[config.mk]
export PLATFORM = sky130hd
export DESIGN_NAME = motor_arming_state_machine_core_flat
export DESIGN_NICKNAME = d
export VERILOG_FILES = /design/src/rtl/mams_pkg.sv /design/src/rtl/mams_stream_if.sv /design/src/rtl/motor_arming_state_machine_core.sv /design/src/flat_wrapper.sv
export SDC_FILE = /design/constraint.sdc
export NUM_CORES = 1
export LEC_CHECK = 0
export BUFFER_PORTS_ARGS = -buffer_cell sky130_fd_sc_hd__buf_2
export CAP_MARGIN = 20
export CORE_MARGIN = 1
export CORE_UTILIZATION = 41
export CTS_BUF_LIST = sky130_fd_sc_hd__clkbuf_4 sky130_fd_sc_hd__clkbuf_8
export DETAILED_ROUTE_END_ITERATION = 10
export PLACE_DENSITY_LB_ADDON = 0.15
export SKIP_LAST_GASP = 1
export SYNTH_ARGS = -nofsm -noshare
export SYNTH_HDL_FRONTEND = slang
export SYNTH_SLANG_ARGS = --single-unit
[constraint.sdc]
create_clock -name clk -period 5.9 [get_ports clk]
set_input_delay 0.885 -clock clk [delete_from_list [all_inputs] [get_ports clk]]
set_output_delay 0.885 -clock clk [all_outputs]
set_load 0.005 [all_outputs]
[src/rtl/mams_pkg.sv]
// Shared types and constants for the motor arming sequencer.
// Depends on nothing; the core in rtl/ refers to it by scoped names.
package mams_pkg;

	localparam int unsigned ThrottleWidth = 16;
	localparam int unsigned ElapsedWidth  = 16;
	localparam int unsigned TimeoutWidth  = 24;
	localparam int unsigned TimerWidth    = 25;
	localparam int unsigned CfgIndexWidth = 2;
	localparam int unsigned CfgDataWidth  = 24;

	localparam logic [ThrottleWidth-1:0] StartThresholdReset = 16'd6554;
	localparam logic [ThrottleWidth-1:0] StopThresholdReset  = 16'd3277;
	// 4.0 seconds expressed in microseconds.
	localparam logic [TimeoutWidth-1:0]  SpinTimeoutReset    = 24'd4000000;

	typedef enum logic [2:0] {
		MODE_SAFETY   = 3'd0,
		MODE_HALTED   = 3'd1,
		MODE_STOPPING = 3'd2,
		MODE_STARTING = 3'd3,
		MODE_SPINNING = 3'd4,
		MODE_FLYING   = 3'd5
	} mode_t;

	typedef enum logic [1:0] {
		FLIGHT_STANDING = 2'd0,
		FLIGHT_FLYING   = 2'd1,
		FLIGHT_OTHER    = 2'd2,
		FLIGHT_UNKNOWN  = 2'd3
	} flight_t;

	typedef enum logic [CfgIndexWidth-1:0] {
		REG_START_THRESHOLD = 2'd0,
		REG_STOP_THRESHOLD  = 2'd1,
		REG_SPIN_TIMEOUT    = 2'd2,
		REG_UNUSED          = 2'd3
	} reg_index_t;

	typedef struct packed {
		logic                     lock_request;
		logic [ThrottleWidth-1:0] throttle;
		logic [1:0]               flight_status;
		logic                     start_permitted;
		logic [ElapsedWidth-1:0]  elapsed_us;
	} tick_t;

	typedef struct packed {
		logic [2:0] motor_state;
		logic       is_safe;
		logic       is_spinning;
		logic       is_controllable;
	} status_t;

	typedef struct packed {
		logic [CfgIndexWidth-1:0] index;
		logic [CfgDataWidth-1:0]  data;
	} cfg_write_t;

endpackage

[src/rtl/mams_stream_if.sv]
// Valid/ready channel carrying one payload word per handshake.
// Depends on nothing; the payload type is given by the instantiating scope.
interface mams_stream_if #(
	parameter type payload_t = logic
);
	logic     valid;
	logic     ready;
	payload_t payload;

	modport source (output valid, output payload, input ready);
	modport sink   (input valid, input payload, output ready);
endinterface

[src/rtl/motor_arming_state_machine_core.sv]
// Top level of the motor arming sequencer.
// Depends on mams_pkg and on the mams_stream_if channel interface.

// The sequencer takes one control tick per word on the tick channel and returns one
// status word per tick on the result channel, in order, with the motor state after
// that tick and the safe, spinning and controllable flags. A tick is captured in an
// input register; in the cycle it moves on, a short block of compare and add logic
// updates the motor state and the spin timer and loads the result register. A new
// tick can be accepted every cycle while the result side keeps taking words; a result
// that waits to be taken lets one more tick into the input register, after which the
// tick channel stalls until the result is taken.
// Throttle and thresholds are unsigned 16-bit fractions of full scale, and time is
// in whole microseconds. The three registers (start threshold, stop threshold and
// spin timeout) are written on the cfg channel, which is always ready; they should
// only be changed while no tick is in flight. Writes to an unused index are ignored.

module motor_arming_state_machine_core (
	input  logic           clk,
	input  logic           arst_n,
	mams_stream_if.sink    tick,
	mams_stream_if.source  result,
	mams_stream_if.sink    cfg
);

	// Configuration registers.
	logic [mams_pkg::ThrottleWidth-1:0] start_threshold_q;
	logic [mams_pkg::ThrottleWidth-1:0] stop_threshold_q;
	logic [mams_pkg::TimeoutWidth-1:0]  spin_timeout_q;

	// Sequencer state.
	mams_pkg::mode_t                    mode_q;
	logic [mams_pkg::TimerWidth-1:0]    spin_elapsed_q;

	// Input stage and result stage.
	logic                               valid_s1;
	mams_pkg::tick_t                    tick_s1;
	logic                               valid_s2;
	mams_pkg::status_t                  status_s2;

	logic                               advance;
	mams_pkg::mode_t                    mode_next;
	logic [mams_pkg::TimerWidth-1:0]    spin_elapsed_next;
	mams_pkg::status_t                  status_next;

	logic                               want_start;
	logic                               want_stop;
	logic [mams_pkg::TimerWidth:0]      timer_sum;
	logic                               timer_fires;
	logic [mams_pkg::TimerWidth-1:0]    timer_held;

	// The configuration channel never stalls.
	assign cfg.ready = 1'b1;

	always_ff @(posedge clk or negedge arst_n) begin
		if (!arst_n) begin
			start_threshold_q <= mams_pkg::StartThresholdReset;
			stop_threshold_q  <= mams_pkg::StopThresholdReset;
			spin_timeout_q    <= mams_pkg::SpinTimeoutReset;
		end else if (cfg.valid) begin
			case (mams_pkg::reg_index_t'(cfg.payload.index))
				mams_pkg::REG_START_THRESHOLD: begin
					start_threshold_q <= cfg.payload.data[mams_pkg::ThrottleWidth-1:0];
				end
				mams_pkg::REG_STOP_THRESHOLD: begin
					stop_threshold_q <= cfg.payload.data[mams_pkg::ThrottleWidth-1:0];
				end
				mams_pkg::REG_SPIN_TIMEOUT: begin
					spin_timeout_q <= cfg.payload.data[mams_pkg::TimeoutWidth-1:0];
				end
				default: begin
				end
			endcase
		end
	end

	// The input stage moves on whenever the result register is empty or being
	// emptied in this cycle. A new tick is captured when the input stage is empty
	// or moving on, so a waiting result blocks the tick channel only once the
	// input stage is also full.
	assign advance     = valid_s1 && (!valid_s2 || result.ready);
	assign tick.ready  = !valid_s1 || advance;

	// Start and stop requests use strict comparisons against the thresholds.
	assign want_start = (tick_s1.throttle > start_threshold_q) && tick_s1.start_permitted;
	assign want_stop  = tick_s1.throttle < stop_threshold_q;

	// The spin timer adds the tick's elapsed time and saturates at the timeout.
	// A timeout lowered below the running count fires at the next check.
	assign timer_sum   = {1'b0, spin_elapsed_q}
		+ {{(mams_pkg::TimerWidth + 1 - mams_pkg::ElapsedWidth){1'b0}}, tick_s1.elapsed_us};
	assign timer_fires = timer_sum
		>= {{(mams_pkg::TimerWidth + 1 - mams_pkg::TimeoutWidth){1'b0}}, spin_timeout_q};
	assign timer_held  = timer_fires
		? {{(mams_pkg::TimerWidth - mams_pkg::TimeoutWidth){1'b0}}, spin_timeout_q}
		: timer_sum[mams_pkg::TimerWidth-1:0];

	// Next state of the sequencer for the tick held in the input stage.
	always_comb begin
		mode_next         = mode_q;
		spin_elapsed_next = spin_elapsed_q;
		case (mode_q)
			mams_pkg::MODE_SAFETY: begin
				if (!tick_s1.lock_request) begin
					mode_next = mams_pkg::MODE_HALTED;
				end
			end
			mams_pkg::MODE_FLYING: begin
				if (tick_s1.flight_status == mams_pkg::FLIGHT_STANDING) begin
					mode_next = mams_pkg::MODE_SPINNING;
				end
			end
			mams_pkg::MODE_HALTED: begin
				if (tick_s1.lock_request) begin
					mode_next = mams_pkg::MODE_SAFETY;
				end else if (want_start) begin
					mode_next         = mams_pkg::MODE_STARTING;
					spin_elapsed_next = '0;
				end
			end
			mams_pkg::MODE_STARTING: begin
				if (want_stop) begin
					mode_next         = mams_pkg::MODE_STOPPING;
					spin_elapsed_next = '0;
				end else begin
					spin_elapsed_next = timer_held;
					if (timer_fires) begin
						mode_next = mams_pkg::MODE_SPINNING;
					end
				end
			end
			mams_pkg::MODE_SPINNING: begin
				if (want_stop) begin
					mode_next         = mams_pkg::MODE_STOPPING;
					spin_elapsed_next = '0;
				end else if (tick_s1.flight_status == mams_pkg::FLIGHT_FLYING) begin
					mode_next = mams_pkg::MODE_FLYING;
				end
			end
			mams_pkg::MODE_STOPPING: begin
				if (want_start) begin
					mode_next         = mams_pkg::MODE_STARTING;
					spin_elapsed_next = '0;
				end else if (timer_fires) begin
					// Spin-down done: halt and clear the timer.
					mode_next         = mams_pkg::MODE_HALTED;
					spin_elapsed_next = '0;
				end else begin
					spin_elapsed_next = timer_held;
				end
			end
			default: begin
				mode_next = mams_pkg::MODE_SAFETY;
			end
		endcase

		status_next.motor_state     = mode_next;
		status_next.is_safe         = (mode_next == mams_pkg::MODE_SAFETY);
		status_next.is_spinning     = (mode_next == mams_pkg::MODE_STARTING)
			|| (mode_next == mams_pkg::MODE_SPINNING)
			|| (mode_next == mams_pkg::MODE_FLYING);
		status_next.is_controllable = (mode_next == mams_pkg::MODE_SPINNING)
			|| (mode_next == mams_pkg::MODE_FLYING);
	end

	// Sequencer state only changes when a tick leaves the input stage.
	always_ff @(posedge clk or negedge arst_n) begin
		if (!arst_n) begin
			mode_q         <= mams_pkg::MODE_SAFETY;
			spin_elapsed_q <= '0;
		end else if (advance) begin
			mode_q         <= mode_next;
			spin_elapsed_q <= spin_elapsed_next;
		end
	end

	// Input stage.
	always_ff @(posedge clk or negedge arst_n) begin
		if (!arst_n) begin
			valid_s1 <= 1'b0;
		end else if (tick.ready) begin
			valid_s1 <= tick.valid;
		end
	end

	always_ff @(posedge clk) begin
		if (tick.valid && tick.ready) begin
			tick_s1 <= tick.payload;
		end
	end

	// Result stage.
	always_ff @(posedge clk or negedge arst_n) begin
		if (!arst_n) begin
			valid_s2 <= 1'b0;
		end else if (advance) begin
			valid_s2 <= 1'b1;
		end else if (result.ready) begin
			valid_s2 <= 1'b0;
		end
	end

	always_ff @(posedge clk) begin
		if (advance) begin
			status_s2 <= status_next;
		end
	end

	assign result.valid   = valid_s2;
	assign result.payload = status_s2;

endmodule

[src/flat_wrapper.sv]
// flat-port wrapper written by rule: the top's interface ports become plain ports
module motor_arming_state_machine_core_flat import mams_pkg::*;
  (clk, arst_n, tick_valid, tick_payload, tick_ready, result_valid, result_payload, result_ready, cfg_valid, cfg_payload, cfg_ready);
  mams_stream_if #(.payload_t(tick_t)) tick_i ();
  mams_stream_if #(.payload_t(status_t)) result_i ();
  mams_stream_if #(.payload_t(cfg_write_t)) cfg_i ();
  input  logic clk;
  input  logic arst_n;
  input wire logic [$bits(tick_i.valid)-1:0] tick_valid;
  input wire logic [$bits(tick_i.payload)-1:0] tick_payload;
  output wire logic [$bits(tick_i.ready)-1:0] tick_ready;
  output wire logic [$bits(result_i.valid)-1:0] result_valid;
  output wire logic [$bits(result_i.payload)-1:0] result_payload;
  input wire logic [$bits(result_i.ready)-1:0] result_ready;
  input wire logic [$bits(cfg_i.valid)-1:0] cfg_valid;
  input wire logic [$bits(cfg_i.payload)-1:0] cfg_payload;
  output wire logic [$bits(cfg_i.ready)-1:0] cfg_ready;
  assign tick_i.valid = tick_valid;
  assign tick_i.payload = tick_payload;
  assign tick_ready = tick_i.ready;
  assign result_valid = result_i.valid;
  assign result_payload = result_i.payload;
  assign result_i.ready = result_ready;
  assign cfg_i.valid = cfg_valid;
  assign cfg_i.payload = cfg_payload;
  assign cfg_ready = cfg_i.ready;
  motor_arming_state_machine_core u_core (.clk(clk), .arst_n(arst_n), .tick(tick_i), .result(result_i), .cfg(cfg_i));
endmodule
==> metrics.txt <==
WP data required 6.23 ns; Worst R2R Path Depth 18; Worst Max-Slew Pin Slew 0.999 ns; cell taking the most area after synthesis dfrtp_1; layout cells sized above 1 0.278; Top Ports 76; antenna cells 0; r2r setup slk 0.69 ns; Post-synth EDFFs 42; worst-path cell chain ha_1 > fa_1 > a211oi_2 > nand4bb_1 > nand4_1 > and2_1 > or4_1 > xor2_1 > ha_1 > o21ai_0 > nor2_1 > nor4_1 > o211ai_1 > o22a_1 > a21oi_2 > buf_4 > mux2_2 > a22o_1; number of DRC markers in iteration 0 253; grt ovf 0; gpl congestion 0.862; # DRC 0; Min-Delay Path Class in2async; initial antenna violation count 0; synth top area cells dfrtp_1 (22%), edfxtp_1 (17%), ha_1 (12%); unrepaired setup endpoints after global routing false; Max H-tree Level 4; synthesized area per cell 11.0 um^2; total of max-cap violations 0; Worst-path clk slew 0.08 ns; Tot GR Track Use 0.193; Slew headroom 0.334; CTS-repair resized insts 0; final setup fails 0; CTS tree yes; fin crit share 0.883; CP max-delay cell or4_1; yosys warns 0; clk root buf clkbuf_8; worst skew pair latency 0.46 ns; Critical path buffers and inverters 1; num rows 49; crit-path max cell delay 0.54 ns; pre-CTS setup slack 0.776 ns; PortBufs 74; Fmax 192 MHz; top cell type's share of synthesized area 0.217; clock tree sinks 128; post-layout instance area 8520 um^2; Worst Path Max Fanout 25; most frequent cell after synthesis ha_1; fraction of registers with async set or reset after synthesis 0.672; Mapped Nets 820; worst IR drop on VDD 0.182 mV; kind of critical path reg2reg; vias in the first global route 5545; total number of vias 5353; Mapped Cells 681; Placed Area 8110 um^2; Setup Buffers After CTS 0; die span in x 137 um; antenna-violating nets left 0; largest net degree at the start of global routing 65; Top cell by count, worst path ha_1; Power Total 3240 uW; Layout Utilization 0.474; flops & latches, synth 128; most instantiated cells after synthesis ha_1 (71), dfrtp_1 (65), inv_1 (61); core area 18000 um^2; CP startpoint kind register; min Tclk post-route 5.21 ns; clk buf depth 2; drt wl/cell 16.7 um; die footprint 18800 um^2; status finished, final reports clean; post-layout net count 898; WP data arrival 5.55 ns; Synth Cell Area 7500 um^2; PnR worst setup slack 0.688 ns; Initial Utilization 0.418; CTS Hold Buffers Added 0; final hold vios 0; sequential-to-total area share from yosys stat 0.458; drt pass-1 iters 4; Cell variety after synth 69; Clock Skews 0.0150 ns; Post-DP HPWL 12400 um; capture point of the worst reg-to-reg path u_core.spin_elapsed_q[20]; vias per inst 5.35; crit end category register; Syn-to-layout area delta 13.5%; max-slew violation count 0; CTS Buf Count 17; DRT Wirelength 16700 um; family with the most delay on the worst path simple AND/OR/NAND/NOR gates; Leakage 0.00391 uW; first-pass GRT wire length 27700 um; Chip Height 137 um; total negative slack 0 ns; worst r2r src u_core.tick_s1[0]; Top FF cell, synth dfrtp_1; PwrDens 381 nW/um^2
worst max-delay path by stage:
stage,cells past startpoint,start,slack (ns),to
6_report,18,u_core.tick_s1[0],0.69,u_core.spin_elapsed_q[20]
5_1_grt,18,u_core.tick_s1[0],0.33,u_core.spin_elapsed_q[20]
4_1_cts,18,u_core.tick_s1[0],0.74,u_core.spin_elapsed_q[20]
3_5_place_dp,18,u_core.tick_s1[0],0.78,u_core.spin_elapsed_q[20]
3_3_place_gp,18,u_core.tick_s1[0],0.90,u_core.spin_elapsed_q[17]
2_1_floorplan,18,u_core.tick_s1[0],1.56,u_core.spin_elapsed_q[15]
power by group:
part / leakage, uW / switching, uW / internal (uW) / total (uW)
registers: 0.00144 / 100 / 1100 / 1200
clock network: 0.000200 / 412 / 353 / 765
logic: 0.00227 / 706 / 575 / 1280
cell type report:
cell class	count	area (um^2)
Fill cell	1647	9440
Clock buffer	17	234
Sequential cell	128	3440
Inverter	61	229
Clock inverter	15	164
Timing Repair Buffer	81	440
Multi-Input combinational cell	470	3730
Tap cell	229	287
state kept, by name, indices dropped and copies added (netlist names):
| signal | cells |
|---|---|
| u_core.stop_threshold_q | 16 |
| u_core.valid_s1 | 1 |
| u_core.spin_timeout_q | 24 |
| u_core.start_threshold_q | 16 |
| u_core.spin_elapsed_q | 25 |
| u_core.result.valid | 1 |
| u_core.mode_q | 3 |
| u_core.tick_s1 | 36 |
| u_core.result.payload | 6 |
cells in the final DEF, fill, tap and decap left out, types with 12 or more instances in the layout:
cell type	n
a21o_1	12
inv_1	61
a22o_1	24
nand3_1	14
o211ai_1	14
o21ai_0	28
nor2_1	40
mux2_2	60
nand2_1	40
dfstp_2	21
edfxtp_1	42
ha_1	71
a21oi_1	31
dfrtp_1	65
clkbuf_8	17
buf_2	73
through the flow:
| stage | std cells | hold slack (ns) |
|---|---|---|
| finish | 1001 | 0.336 |
| global route | 1001 | 0.328 |
| CTS | 1000 | 0.324 |
| detailed placement | 968 | 0.469 |
| global placement | 967 | 0.465 |
| floorplan | 681 | 0.449 |
kinds of logic (layout without fill, tap and decap cells):
kind of cell | Yosys count | in the layout | share of synthesized area
adder cells (fa/ha/maj) | 72 | 72 | 0.121
other | 1 | 1 | 0.000500
AO/OA/AOI/OAI | 159 | 159 | 0.152
XOR/XNOR | 18 | 18 | 0.0210
AND/OR/NAND/NOR | 158 | 158 | 0.108
buffers and inverters | 83 | 174 | 0.0459
multiplexers | 62 | 62 | 0.0934
flip-flops | 128 | 128 | 0.458
layer usage:
layer	track usage	part of all wire	vias to the layer above	wire length, um
met2	0.303	0.46	90	7730
li1	-	-	2660	-
met3	0.0416	0.028	13	473
met4	0.0653	0.013	0	212
met1	0.264	0.50	2590	8300
met5	0	0	-	0
(Power assumes the default switching activity.)
